==> src/rtl/core/amm_pkg.sv <==
// Package for the accelerometer mean / magnitude block.
// Shared field widths, default capacity and queue depth. No dependencies.
`timescale 1ns / 1ps

package amm_pkg;

   localparam int ACC_W           = 16;   // one axis sample / mean
   localparam int MAG_W           = 16;   // magnitude field
   localparam int SQ_W            = 32;   // sum of three squared means
   localparam int ROOT_STEPS      = SQ_W / 2;
   localparam int MAX_SAMPLES_DEF = 512;
   localparam int JOB_DEPTH       = 2;    // batches waiting between front and back

endpackage

==> src/rtl/core/accel_mean_magnitude.sv <==
// Sample items are taken at one per cycle while not stalled. A batch's sums
// are handed to a two-entry queue on its last item; the back end then runs
// the one-bit-per-cycle divider once per axis over SUM_W = 16 +
// clog2(MAX_SAMPLES+1) quotient bits, then the 16-step square root. The
// result stays in its output register until taken, and the next waiting
// batch is taken in the cycle after that. A last item is stalled only while
// two finished batches still wait for the back end; other items are never
// stalled.
// Samples beyond MAX_SAMPLES are ignored and reported through rsp_dropped.
// Uses amm_pkg, amm_front, amm_queue, amm_back.
`timescale 1ns / 1ps

module accel_mean_magnitude import amm_pkg::*; #(
   parameter int MAX_SAMPLES = MAX_SAMPLES_DEF,
   localparam int CNT_W = $clog2(MAX_SAMPLES + 1)
) (
   input  logic                    clock,
   input  logic                    reset,
   input  logic                    req_valid,
   output logic                    req_stall,
   input  logic signed [ACC_W-1:0] req_acc_x,
   input  logic signed [ACC_W-1:0] req_acc_y,
   input  logic signed [ACC_W-1:0] req_acc_z,
   input  logic                    req_last_sample,
   output logic                    rsp_valid,
   input  logic                    rsp_stall,
   output logic signed [ACC_W-1:0] rsp_mean_x,
   output logic signed [ACC_W-1:0] rsp_mean_y,
   output logic signed [ACC_W-1:0] rsp_mean_z,
   output logic [MAG_W-1:0]        rsp_magnitude,
   output logic [CNT_W-1:0]        rsp_samples_used,
   output logic                    rsp_dropped
);

   localparam int SUM_W = ACC_W + CNT_W;
   localparam int JOB_W = 3 * SUM_W + CNT_W + 1;

   logic             push_valid, push_ready;
   logic [JOB_W-1:0] push_data;
   logic             job_valid, job_pop;
   logic [JOB_W-1:0] job_data;

   amm_front #(
      .MAX_SAMPLES(MAX_SAMPLES)
   ) u_front (
      .clock           (clock),
      .reset           (reset),
      .req_valid       (req_valid),
      .req_stall       (req_stall),
      .req_acc_x       (req_acc_x),
      .req_acc_y       (req_acc_y),
      .req_acc_z       (req_acc_z),
      .req_last_sample (req_last_sample),
      .push_valid      (push_valid),
      .push_ready      (push_ready),
      .push_data       (push_data)
   );

   amm_queue #(
      .WIDTH (JOB_W),
      .DEPTH (JOB_DEPTH)
   ) u_queue (
      .clock      (clock),
      .reset      (reset),
      .push_valid (push_valid),
      .push_ready (push_ready),
      .push_data  (push_data),
      .pop_valid  (job_valid),
      .pop_ready  (job_pop),
      .pop_data   (job_data)
   );

   amm_back #(
      .MAX_SAMPLES(MAX_SAMPLES)
   ) u_back (
      .clock            (clock),
      .reset            (reset),
      .job_valid        (job_valid),
      .job_pop          (job_pop),
      .job_data         (job_data),
      .rsp_valid        (rsp_valid),
      .rsp_stall        (rsp_stall),
      .rsp_mean_x       (rsp_mean_x),
      .rsp_mean_y       (rsp_mean_y),
      .rsp_mean_z       (rsp_mean_z),
      .rsp_magnitude    (rsp_magnitude),
      .rsp_samples_used (rsp_samples_used),
      .rsp_dropped      (rsp_dropped)
   );

endmodule

==> src/rtl/core/amm_front.sv <==
// Front end: takes sample items, keeps per-axis sums and a count,
// and hands a finished batch to the job queue. Uses amm_pkg.
`timescale 1ns / 1ps

module amm_front import amm_pkg::*; #(
   parameter int MAX_SAMPLES = MAX_SAMPLES_DEF,
   localparam int CNT_W = $clog2(MAX_SAMPLES + 1),
   localparam int SUM_W = ACC_W + CNT_W,
   localparam int JOB_W = 3 * SUM_W + CNT_W + 1
) (
   input  logic                    clock,
   input  logic                    reset,
   input  logic                    req_valid,
   output logic                    req_stall,
   input  logic signed [ACC_W-1:0] req_acc_x,
   input  logic signed [ACC_W-1:0] req_acc_y,
   input  logic signed [ACC_W-1:0] req_acc_z,
   input  logic                    req_last_sample,
   output logic                    push_valid,
   input  logic                    push_ready,
   output logic [JOB_W-1:0]        push_data
);

   logic signed [SUM_W-1:0] sum_x_ff, sum_y_ff, sum_z_ff;
   logic signed [SUM_W-1:0] sum_x_in, sum_y_in, sum_z_in;
   logic [CNT_W-1:0]        count_ff, count_in;
   logic                    overflow_ff, overflow_in;
   logic                    room;
   logic                    accept;

   // only a closing item needs queue space
   assign req_stall  = req_last_sample & ~push_ready;
   assign accept     = req_valid & ~req_stall;
   assign push_valid = accept & req_last_sample;
   assign push_data  = {overflow_in, count_in, sum_z_in, sum_y_in, sum_x_in};

   always_comb begin
      room        = count_ff < CNT_W'(MAX_SAMPLES);
      sum_x_in    = sum_x_ff;
      sum_y_in    = sum_y_ff;
      sum_z_in    = sum_z_ff;
      count_in    = count_ff;
      overflow_in = overflow_ff | ~room;
      if (room) begin
         sum_x_in = sum_x_ff + {{(SUM_W-ACC_W){req_acc_x[ACC_W-1]}}, req_acc_x};
         sum_y_in = sum_y_ff + {{(SUM_W-ACC_W){req_acc_y[ACC_W-1]}}, req_acc_y};
         sum_z_in = sum_z_ff + {{(SUM_W-ACC_W){req_acc_z[ACC_W-1]}}, req_acc_z};
         count_in = count_ff + CNT_W'(1);
      end
   end

   always_ff @(posedge clock) begin
      if (reset) begin
         sum_x_ff    <= '0;
         sum_y_ff    <= '0;
         sum_z_ff    <= '0;
         count_ff    <= '0;
         overflow_ff <= 1'b0;
      end else if (accept) begin
         if (req_last_sample) begin
            sum_x_ff    <= '0;
            sum_y_ff    <= '0;
            sum_z_ff    <= '0;
            count_ff    <= '0;
            overflow_ff <= 1'b0;
         end else begin
            sum_x_ff    <= sum_x_in;
            sum_y_ff    <= sum_y_in;
            sum_z_ff    <= sum_z_in;
            count_ff    <= count_in;
            overflow_ff <= overflow_in;
         end
      end
   end

endmodule

==> src/rtl/core/amm_queue.sv <==
// Small FIFO of finished batches between front and back.
// Generic width and depth; no package dependencies.
`timescale 1ns / 1ps

module amm_queue #(
   parameter int WIDTH = 8,
   parameter int DEPTH = 2,
   localparam int PTR_W = (DEPTH > 1) ? $clog2(DEPTH) : 1,
   localparam int FILL_W = $clog2(DEPTH + 1)
) (
   input  logic             clock,
   input  logic             reset,
   input  logic             push_valid,
   output logic             push_ready,
   input  logic [WIDTH-1:0] push_data,
   output logic             pop_valid,
   input  logic             pop_ready,
   output logic [WIDTH-1:0] pop_data
);

   logic [WIDTH-1:0]  mem_ff [DEPTH];
   logic [PTR_W-1:0]  wr_ptr_ff, rd_ptr_ff;
   logic [FILL_W-1:0] fill_ff;
   logic              do_push, do_pop;

   assign push_ready = fill_ff != FILL_W'(DEPTH);
   assign pop_valid  = fill_ff != '0;
   assign pop_data   = mem_ff[rd_ptr_ff];
   assign do_push    = push_valid & push_ready;
   assign do_pop     = pop_valid & pop_ready;

   always_ff @(posedge clock) begin
      if (do_push) begin
         mem_ff[wr_ptr_ff] <= push_data;
      end
   end

   always_ff @(posedge clock) begin
      if (reset) begin
         wr_ptr_ff <= '0;
         rd_ptr_ff <= '0;
         fill_ff   <= '0;
      end else begin
         if (do_push) begin
            wr_ptr_ff <= (wr_ptr_ff == PTR_W'(DEPTH - 1)) ? '0 : wr_ptr_ff + PTR_W'(1);
         end
         if (do_pop) begin
            rd_ptr_ff <= (rd_ptr_ff == PTR_W'(DEPTH - 1)) ? '0 : rd_ptr_ff + PTR_W'(1);
         end
         if (do_push & ~do_pop) begin
            fill_ff <= fill_ff + FILL_W'(1);
         end else if (do_pop & ~do_push) begin
            fill_ff <= fill_ff - FILL_W'(1);
         end
      end
   end

endmodule

==> src/rtl/core/amm_back.sv <==
// Back end: serial divide of each axis sum by the count, squares through one
// multiplier, bit-pair integer square root, result register. Uses amm_pkg.
`timescale 1ns / 1ps

module amm_back import amm_pkg::*; #(
   parameter int MAX_SAMPLES = MAX_SAMPLES_DEF,
   localparam int CNT_W = $clog2(MAX_SAMPLES + 1),
   localparam int SUM_W = ACC_W + CNT_W,
   localparam int JOB_W = 3 * SUM_W + CNT_W + 1,
   localparam int DIV_CNT_W = $clog2(SUM_W),
   localparam int ROOT_CNT_W = $clog2(ROOT_STEPS)
) (
   input  logic                    clock,
   input  logic                    reset,
   input  logic                    job_valid,
   output logic                    job_pop,
   input  logic [JOB_W-1:0]        job_data,
   output logic                    rsp_valid,
   input  logic                    rsp_stall,
   output logic signed [ACC_W-1:0] rsp_mean_x,
   output logic signed [ACC_W-1:0] rsp_mean_y,
   output logic signed [ACC_W-1:0] rsp_mean_z,
   output logic [MAG_W-1:0]        rsp_magnitude,
   output logic [CNT_W-1:0]        rsp_samples_used,
   output logic                    rsp_dropped
);

   typedef enum logic [2:0] {
      ST_IDLE, ST_LOAD, ST_DIV, ST_FIX, ST_SQ, ST_ROOT, ST_OUT
   } state_type;

   state_type             state_ff;
   logic [SUM_W-1:0]      sum_ff [3];
   logic [CNT_W-1:0]      cnt_ff;
   logic                  drop_ff;
   logic [1:0]            axis_ff;
   logic                  neg_ff;
   logic [SUM_W-1:0]      quo_ff;
   logic [CNT_W-1:0]      rem_ff;
   logic [DIV_CNT_W-1:0]  div_cnt_ff;
   logic [ACC_W-1:0]      mean_ff [3];
   logic [1:0]            step_ff;
   logic [SQ_W-1:0]       prod_ff;
   logic [SQ_W-1:0]       sq_acc_ff;
   logic [SQ_W-1:0]       root_rem_ff;
   logic [SQ_W-1:0]       root_res_ff;
   logic [SQ_W-1:0]       root_bit_ff;
   logic [ROOT_CNT_W-1:0] root_cnt_ff;
   logic                  rsp_valid_ff;

   // divider step
   logic [CNT_W:0]        rem_sh;
   logic                  div_ge;
   logic [CNT_W-1:0]      rem_in;
   logic [SUM_W-1:0]      quo_in;
   logic [SUM_W-1:0]      sum_sel, sum_abs;
   // square step
   logic [1:0]            sq_sel;
   logic signed [2*ACC_W-1:0] sq_prod;
   logic [SQ_W-1:0]       sq_acc_in;
   // root step
   logic [SQ_W-1:0]       root_trial;
   logic                  root_ge;
   logic [SQ_W-1:0]       root_rem_in, root_res_in;

   always_comb begin
      sum_sel = sum_ff[axis_ff];
      sum_abs = sum_sel[SUM_W-1] ? (~sum_sel + SUM_W'(1)) : sum_sel;

      rem_sh = {rem_ff, quo_ff[SUM_W-1]};
      div_ge = rem_sh >= {1'b0, cnt_ff};
      rem_in = div_ge ? CNT_W'(rem_sh - {1'b0, cnt_ff}) : rem_sh[CNT_W-1:0];
      quo_in = {quo_ff[SUM_W-2:0], div_ge};

      sq_sel    = (step_ff == 2'd3) ? 2'd0 : step_ff;
      sq_prod   = $signed(mean_ff[sq_sel]) * $signed(mean_ff[sq_sel]);
      sq_acc_in = sq_acc_ff + prod_ff;

      root_trial  = root_res_ff + root_bit_ff;
      root_ge     = root_rem_ff >= root_trial;
      root_rem_in = root_ge ? root_rem_ff - root_trial : root_rem_ff;
      root_res_in = root_ge ? (root_res_ff >> 1) + root_bit_ff : root_res_ff >> 1;
   end

   assign job_pop          = (state_ff == ST_IDLE) & job_valid;
   assign rsp_valid        = rsp_valid_ff;
   assign rsp_mean_x       = mean_ff[0];
   assign rsp_mean_y       = mean_ff[1];
   assign rsp_mean_z       = mean_ff[2];
   assign rsp_magnitude    = root_res_ff[MAG_W-1:0];
   assign rsp_samples_used = cnt_ff;
   assign rsp_dropped      = drop_ff;

   always_ff @(posedge clock) begin
      if (reset) begin
         state_ff     <= ST_IDLE;
         rsp_valid_ff <= 1'b0;
      end else begin
         case (state_ff)
            ST_IDLE: begin
               if (job_valid) begin
                  sum_ff[0] <= job_data[SUM_W-1:0];
                  sum_ff[1] <= job_data[2*SUM_W-1:SUM_W];
                  sum_ff[2] <= job_data[3*SUM_W-1:2*SUM_W];
                  cnt_ff    <= job_data[3*SUM_W+CNT_W-1:3*SUM_W];
                  drop_ff   <= job_data[JOB_W-1];
                  axis_ff   <= 2'd0;
                  state_ff  <= ST_LOAD;
               end
            end
            ST_LOAD: begin
               neg_ff     <= sum_sel[SUM_W-1];
               quo_ff     <= sum_abs;
               rem_ff     <= '0;
               div_cnt_ff <= '0;
               state_ff   <= ST_DIV;
            end
            ST_DIV: begin
               quo_ff     <= quo_in;
               rem_ff     <= rem_in;
               div_cnt_ff <= div_cnt_ff + DIV_CNT_W'(1);
               if (div_cnt_ff == DIV_CNT_W'(SUM_W - 1)) begin
                  state_ff <= ST_FIX;
               end
            end
            ST_FIX: begin
               // truncation toward zero: divide magnitudes, restore the sign
               mean_ff[axis_ff] <= neg_ff ? ACC_W'(~quo_ff[ACC_W-1:0] + ACC_W'(1))
                                          : quo_ff[ACC_W-1:0];
               if (axis_ff == 2'd2) begin
                  step_ff   <= 2'd0;
                  sq_acc_ff <= '0;
                  state_ff  <= ST_SQ;
               end else begin
                  axis_ff  <= axis_ff + 2'd1;
                  state_ff <= ST_LOAD;
               end
            end
            ST_SQ: begin
               // product registered, added in the following cycle
               prod_ff <= SQ_W'(sq_prod);
               step_ff <= step_ff + 2'd1;
               if (step_ff != 2'd0) begin
                  sq_acc_ff <= sq_acc_in;
               end
               if (step_ff == 2'd3) begin
                  root_rem_ff <= sq_acc_in;
                  root_res_ff <= '0;
                  root_bit_ff <= SQ_W'(1) << (SQ_W - 2);
                  root_cnt_ff <= '0;
                  state_ff    <= ST_ROOT;
               end
            end
            ST_ROOT: begin
               root_rem_ff <= root_rem_in;
               root_res_ff <= root_res_in;
               root_bit_ff <= root_bit_ff >> 2;
               root_cnt_ff <= root_cnt_ff + ROOT_CNT_W'(1);
               if (root_cnt_ff == ROOT_CNT_W'(ROOT_STEPS - 1)) begin
                  rsp_valid_ff <= 1'b1;
                  state_ff     <= ST_OUT;
               end
            end
            ST_OUT: begin
               if (~rsp_stall) begin
                  rsp_valid_ff <= 1'b0;
                  state_ff     <= ST_IDLE;
               end
            end
            default: begin
               rsp_valid_ff <= 1'b0;
               state_ff     <= ST_IDLE;
            end
         endcase
      end
   end

   // a batch always holds at least one sample
   a_count_nonzero: assert property (@(posedge clock) disable iff (reset)
      rsp_valid |-> (rsp_samples_used != '0))
      else $error("result with zero sample count");

   // magnitude is the floor root of the squared-mean sum
   a_root_low: assert property (@(posedge clock) disable iff (reset)
      rsp_valid |-> (({18'd0, rsp_magnitude} * {18'd0, rsp_magnitude}) <=
                     {2'b00, sq_acc_ff}))
      else $error("magnitude too large");

   a_root_high: assert property (@(posedge clock) disable iff (reset)
      rsp_valid |-> ((({18'd0, rsp_magnitude} + 34'd1) *
                      ({18'd0, rsp_magnitude} + 34'd1)) > {2'b00, sq_acc_ff}))
      else $error("magnitude too small");

   // a new batch is never taken while a result waits
   a_no_pop_busy: assert property (@(posedge clock) disable iff (reset)
      rsp_valid |-> ~job_pop)
      else $error("job popped while result pending");

endmodule
==> config.mk <==
export PLATFORM = sky130hd
export DESIGN_NAME = accel_mean_magnitude
export DESIGN_NICKNAME = d
export VERILOG_FILES = /design/src/rtl/core/amm_pkg.sv /design/src/rtl/core/accel_mean_magnitude.sv /design/src/rtl/core/amm_front.sv /design/src/rtl/core/amm_queue.sv /design/src/rtl/core/amm_back.sv
export SDC_FILE = /design/constraint.sdc
export NUM_CORES = 2
export LEC_CHECK = 0
export BUFFER_PORTS_ARGS = -buffer_cell sky130_fd_sc_hd__buf_2
export CORE_MARGIN = 1.5
export CORE_UTILIZATION = 50
export CTS_CLUSTER_SIZE = 24
export DETAILED_ROUTE_END_ITERATION = 10
export PLACE_DENSITY = 0.7
export SLEW_MARGIN = 0
export SYNTH_ARGS = -nofsm -noshare
export SYNTH_HDL_FRONTEND = slang
export SYNTH_HIERARCHICAL = 1
export SYNTH_SLANG_ARGS = --single-unit
==> constraint.sdc <==
create_clock -name clock -period 10.5 [get_ports clock]
set_input_delay 1.05 -clock clock [delete_from_list [all_inputs] [get_ports clock]]
set_output_delay 1.05 -clock clock [all_outputs]
set_load 0.005 [all_outputs]
# Word level (Yosys, flattened, before mapping)

Memory sizes are Yosys's and may differ from the RTL's. A register that Yosys moved wholly into a read port is not among the register bits.
Cells that the tools add are included.

Memory bits (writable): 304
Flip-flop bits (word level): 318
Latch bits: 0
Memories kept: 3
ROM bits: 0
Input port bits: 53

Shifts and indexed selects: 0
Bitwise operators: 18
Divide/modulo/power cells: 0
Reductions and logical operators: 20
Multipliers: 1
Equality and inequality tests: 20
Mux-type cells: 60
$lt $le $gt $ge: 3
$add $sub $neg: 19

Memory list:

| memory         | words | width | rd ports | clocked after memory_dff | write ports | line            | source |
|---|---|---|---|---|---|---|---|
| u_queue.mem_ff | 2     | 89    | 1        | 1                        | 1           | amm_queue.sv:21 | `logic [WIDTH-1:0] mem_ff [DEPTH];` |
| u_back.sum_ff  | 3     | 26    | 1        | 1                        | 3           | amm_back.sv:33  | `logic [SUM_W-1:0] sum_ff [3];` |
| u_back.mean_ff | 3     | 16    | 4        | 0                        | 1           | amm_back.sv:41  | `logic [ACC_W-1:0] mean_ff [3];` |

Operators by type and width:

| operator                | number |
|---|---|
| $pmux W32 S2            | 4 |
| $mux W32                | 7 |
| $mux W26                | 7 |
| $add A26 B26 Y26        | 3 |
| $add A32 B32 Y32        | 2 |
| $pmux W26 S2            | 1 |
| $add A31 B32 Y32        | 1 |
| $ge A32 B32 Y1          | 1 |
| $mul A16 B16 Y32        | 1 |
| $sub A32 B32 Y32        | 1 |
| $mux W10                | 3 |
| $add A26 B1 Y26 const B | 1 |
| $not A26 Y26            | 1 |
| $pmux W3 S7             | 1 |
| $pmux W10 S2            | 1 |
| $mux W3                 | 6 |
| $add A16 B1 Y16 const B | 1 |
| $mux W1                 | 16 |
| $mux W16                | 1 |
| $not A16 Y16            | 1 |
| $mux W2                 | 7 |
| $ne A2 B1 Y1 const B    | 7 |
| $reduce_bool A2 Y1      | 7 |
| $reduce_and A3 Y1       | 4 |
| other kinds (29)        | 56 |

# Longest topological paths before layout

Depth after elaboration: 11
Gate-level depth with buffers: 30

# By module

Netlist, hierarchy kept.

Modules (own cells, without submodules):

| module    | area an instance (um^2) | cells an instance | instances | seq. area each (um^2) |
|---|---|---|---|---|
| amm_back  | 29061.6                 | 2796              | 1         | 10510.1 |
| amm_front | 7758.7                  | 1041              | 1         | 1781.7 |
| amm_queue | 6676.4                  | 301               | 1         | 5445.2 |

# Worst setup path after synthesis

No wires, ideal clock.

Path kind: input to register
Start point: in reset
End point: reg u_back.root_rem_ff[0] (enable)
Buffers on the path: 1
Data arrival time: 7.454 ns
Stages on the path: 3
Required time: 10.030 ns
Slack: 2.576 ns
Setup time: 0.470 ns
Cell sequence: clkbuf_1 nor3_1 a21boi_0

Longest elaborated chain between the ends: 2

RTL lines:

| what                               | line                       | source |
|---|---|---|
| from (decl)                        | accel_mean_magnitude.sv:18 | `input logic reset,` |
| $not A1 Y1 (no source line)        | n/a                        |  |
| $reduce_and A4 Y1 (no source line) | n/a                        |  |
| to (signal assigned)               | amm_back.sv:147            | `root_rem_ff <= sq_acc_in;` |
| to (signal assigned)               | amm_back.sv:155            | `root_rem_ff <= root_rem_in;` |
| to (decl)                          | amm_back.sv:45             | `logic [SQ_W-1:0] root_rem_ff;` |

Every way passes these cells.
A chain may end at the register's enable or synchronous reset.

# Worst setup path in the final report

Start point: reg u_back.step_ff[1]
End point: reg u_back.prod_ff[31], data pin

Longest elaborated chain between the ends: 4

RTL lines:

| what                   | line            | source |
|---|---|---|
| from (decl)            | amm_back.sv:42  | `logic [1:0] step_ff;` |
| from (signal assigned) | amm_back.sv:142 | `step_ff <= step_ff + 2'd1;` |
| $eq A2 B2 Y1           | amm_back.sv:75  | `sq_sel = (step_ff == 2'd3) ? 2'd0 : step_ff;` |
| $mux W2 *              | amm_back.sv:75  |  |
| $mem_v2 Z3 W16 *       | n/a             |  |
| $mul A16 B16 Y32 *     | amm_back.sv:76  | `sq_prod = $signed(mean_ff[sq_sel]) * $signed(mean_ff[sq_sel]);` |
| net u_back.sq_prod[31] | amm_back.sv:59  | `logic signed [2*ACC_W-1:0] sq_prod;` |
| to (signal assigned)   | amm_back.sv:141 | `prod_ff <= SQ_W'(sq_prod);` |
| to (decl)              | amm_back.sv:43  | `logic [SQ_W-1:0] prod_ff;` |

The timed path passes the listed nets; every way through them passes the cells marked *.

==> results.ini <==
[sta]
period_share_pct = 80.3
whs_ps = 466
finalHoldViolations = 0
final_max_slew_viol_count = 0
tightest_slew_ps = 1230
finalSetupTns_ps = 0
period_minus_slack_ps = 8430
fmax_ghz = 0.119
slew_headroom_pct = 18.3
clock-skew-final_ps = 51.5
setup_violations = 0
rsz0062_at_grt = false

[clock_network]
cts_root_buf = clkbuf_16
numCtsBuffers = 69
cts_sinks = 624
path_clk_slew_ps = 60
holdBufCountCts = 0
cts_buffer_depth = 3
worstSkewPairLatency_ps = 660
cts_resized = 0
post_cts_buffers = 0
h-tree-depth = 3
cts_tree = yes

[placement]
port_buffers = 129
gp_routability_congestion = 0.915
dpl.hpwl_um = 74800

[logic_synthesis]
post-synth-top-area-cell = edfxtp_1
ys_seq_elements = 624
netlist_area_um2 = 43500
ys_types = 90
synth_warnings = 6
synth_top_area_share_pct = 36.2
netlist_top_cells_area = edfxtp_1 (36%), fa_1 (11%), ha_1 (8.2%)
ys_seq_area_share_pct = 40.8
syn-num-nets = 4714
synth_ff_type = edfxtp_1
async_flop_share_pct = 0
avgSynthCellArea_um2 = 10.5
synth-edff-count = 524
postSynthCellCount = 4138

[die]
initial_utilization_pct = 50.8
die_area_um2 = 88800
io_pins = 130
rows = 107
die_w_um = 298
core_area_um2 = 85700
die_y_um = 298

[layout]
fill_cells = 7382
area_growth_syn_to_layout_pct = 9.42
layout.nets = 4783
drive_above_1_share_pct = 10.1

[setup_path]
r2r_cells = 23
cp_data_arrival_time_ps = 8800
crit_required_ps = 10870
path_max_fanout = 17
crit_path_end_kind = flip-flop
startpoint_type = flip-flop
timing_worst_setup_path_type = flip-flop to flip-flop

[grt]
gr-total-overflow = 0
grt_max_degree = 84
grt_usage_pct = 22.9
grt_first_pass_wirelength_um = 163000
grt_pass1_vias = 30570
antenna_found_initial = 2

[drt]
via_count = 30866
drtPass1Iterations = 5
via_per_inst = 5.71
routed_wl_um = 102000
ant_nets = 0
drc_errors = 0
routedWlPerCell_um = 18.9
drt_iter0_drc = 2069

[run_status]
status = finished clean

[worst_hold_path]
hold_path_class = flip-flop to flip-flop
min_path_cells = 2

[job]
cap_violations = 0

==> cell usage after synthesis, drive strengths merged, types with 24 or more instances <==
cell type,instances
buf,48
o21bai,32
a21oi,172
a211oi,49
nand2b,39
and2,70
o211ai,24
xor2,110
mux2,114
a22oi,29
nor3,39
nor2,301
o31ai,31
inv,424
a31oi,41
fa,237
o21a,28
o21ai,259
and3,32
dfxtp,100
nor2b,33
ha,286
clkbuf,111
edfxtp,524
a21o,84
nand2,406
nand3,55
xnor2,150
mux2i,51
nand4,31
==> flip-flops by register name, indices dropped and copies added, names as in the netlist, 3 cells and up, named ones only <==
register and flops:
u_front/count_ff 10, u_back/prod_ff 31, u_back/root_cnt_ff 4, u_front/sum_y_ff 26
u_back/state_ff 3, u_back/rsp_samples_used 10, u_back/root_res_ff 32, u_back/div_cnt_ff 5
u_back/sq_acc_ff 32, u_back/mean_ff 64, u_front/sum_x_ff 26, u_back/quo_ff 26
u_queue/mem_ff 178, u_back/rem_ff 10, u_back/sum_ff 78, u_front/sum_z_ff 26
u_back/root_bit_ff 16, u_back/root_rem_ff 32
==> final cells by class <==
cell class	count	area, um2	share of cell area, %
diodes	1	2.50	0.00526
multi-input cells	2929	23500	49.4
clock inverters	39	631	1.32
inverters	426	1600	3.36
repair buffers	157	856	1.80
clock buffers	87	1820	3.83
well taps	1144	1430	3.01
flip-flops and latches	624	17700	37.3
==> kinds of logic after synthesis <==
logic type                 synth area share (%)
AOI/OAI and AO/OA                          13.2
xor gates and xnor gates                   5.24
adders and majority gates                  19.1
buffers and inverters                      5.31
DFF                                        40.8
muxes                                      4.89
and+or+nand+nor                            11.4
==> per-layer routing <==
metal  global-route usage (%)  share of wire [%]  vias to the layer above
li1                         -                  -                    14735
met1                     30.0                 43                    15172
met2                     40.0                 50                      809
met3                     2.84                5.0                      148
met4                     6.26                2.4                        2
met5                        0              0.013                        -
==> final timing paths <==
kind                                            from                    to  slack (ps)
worst min register to register  u_front/sum_x_ff[18]  u_front/sum_x_ff[18]         470
worst max register to register     u_back/step_ff[1]    u_back/prod_ff[31]        2070
worst max-delay path               u_back/step_ff[1]    u_back/prod_ff[31]        2070
worst min-delay path            u_front/sum_x_ff[18]  u_front/sum_x_ff[18]         470
==> cell usage in the layout, fill, tap and decap left out, types with 110 or more instances in the layout <==
| master | count |
|---|---|
| fa_1 | 237 |
| ha_1 | 286 |
| buf_2 | 129 |
| a21oi_1 | 170 |
| xor2_1 | 110 |
| nor2_1 | 297 |
| xnor2_1 | 150 |
| o21ai_0 | 196 |
| nand2_1 | 406 |
| inv_1 | 421 |
| edfxtp_1 | 524 |
==> stage by stage <==
step	instance area (um2)	util (%)	instances	setup slack, ps
finish	47600	55.5	5407	2070
global route	47600	55.5	5406	1530
CTS	47600	55.5	5406	1990
detailed placement	45100	52.7	5280	2000
global placement	45100	52.7	5280	2160
floorplan	43500	-	4138	2580
==> worst max-delay path, stage by stage (launching register included) <==
cell      delay [ps]
edfxtp_1         410
inv_1            100
ha_1             900
buf_4            320
mux4_2           740
and2_1           300
fa_1             540
inv_1             50
fa_1             460
fa_1             480
fa_1             500
inv_1             60
fa_1             530
inv_1             60
fa_1             550
inv_1             70
ha_1             360
a21boi_0         200
a311oi_1          90
o31ai_1          590
a211oi_1         220
o41ai_1          400
a21oi_1          130
xnor2_1          130
Power is not shown: default switching activity piles up to over one toggle a cycle in this logic, so the estimate is an artifact.
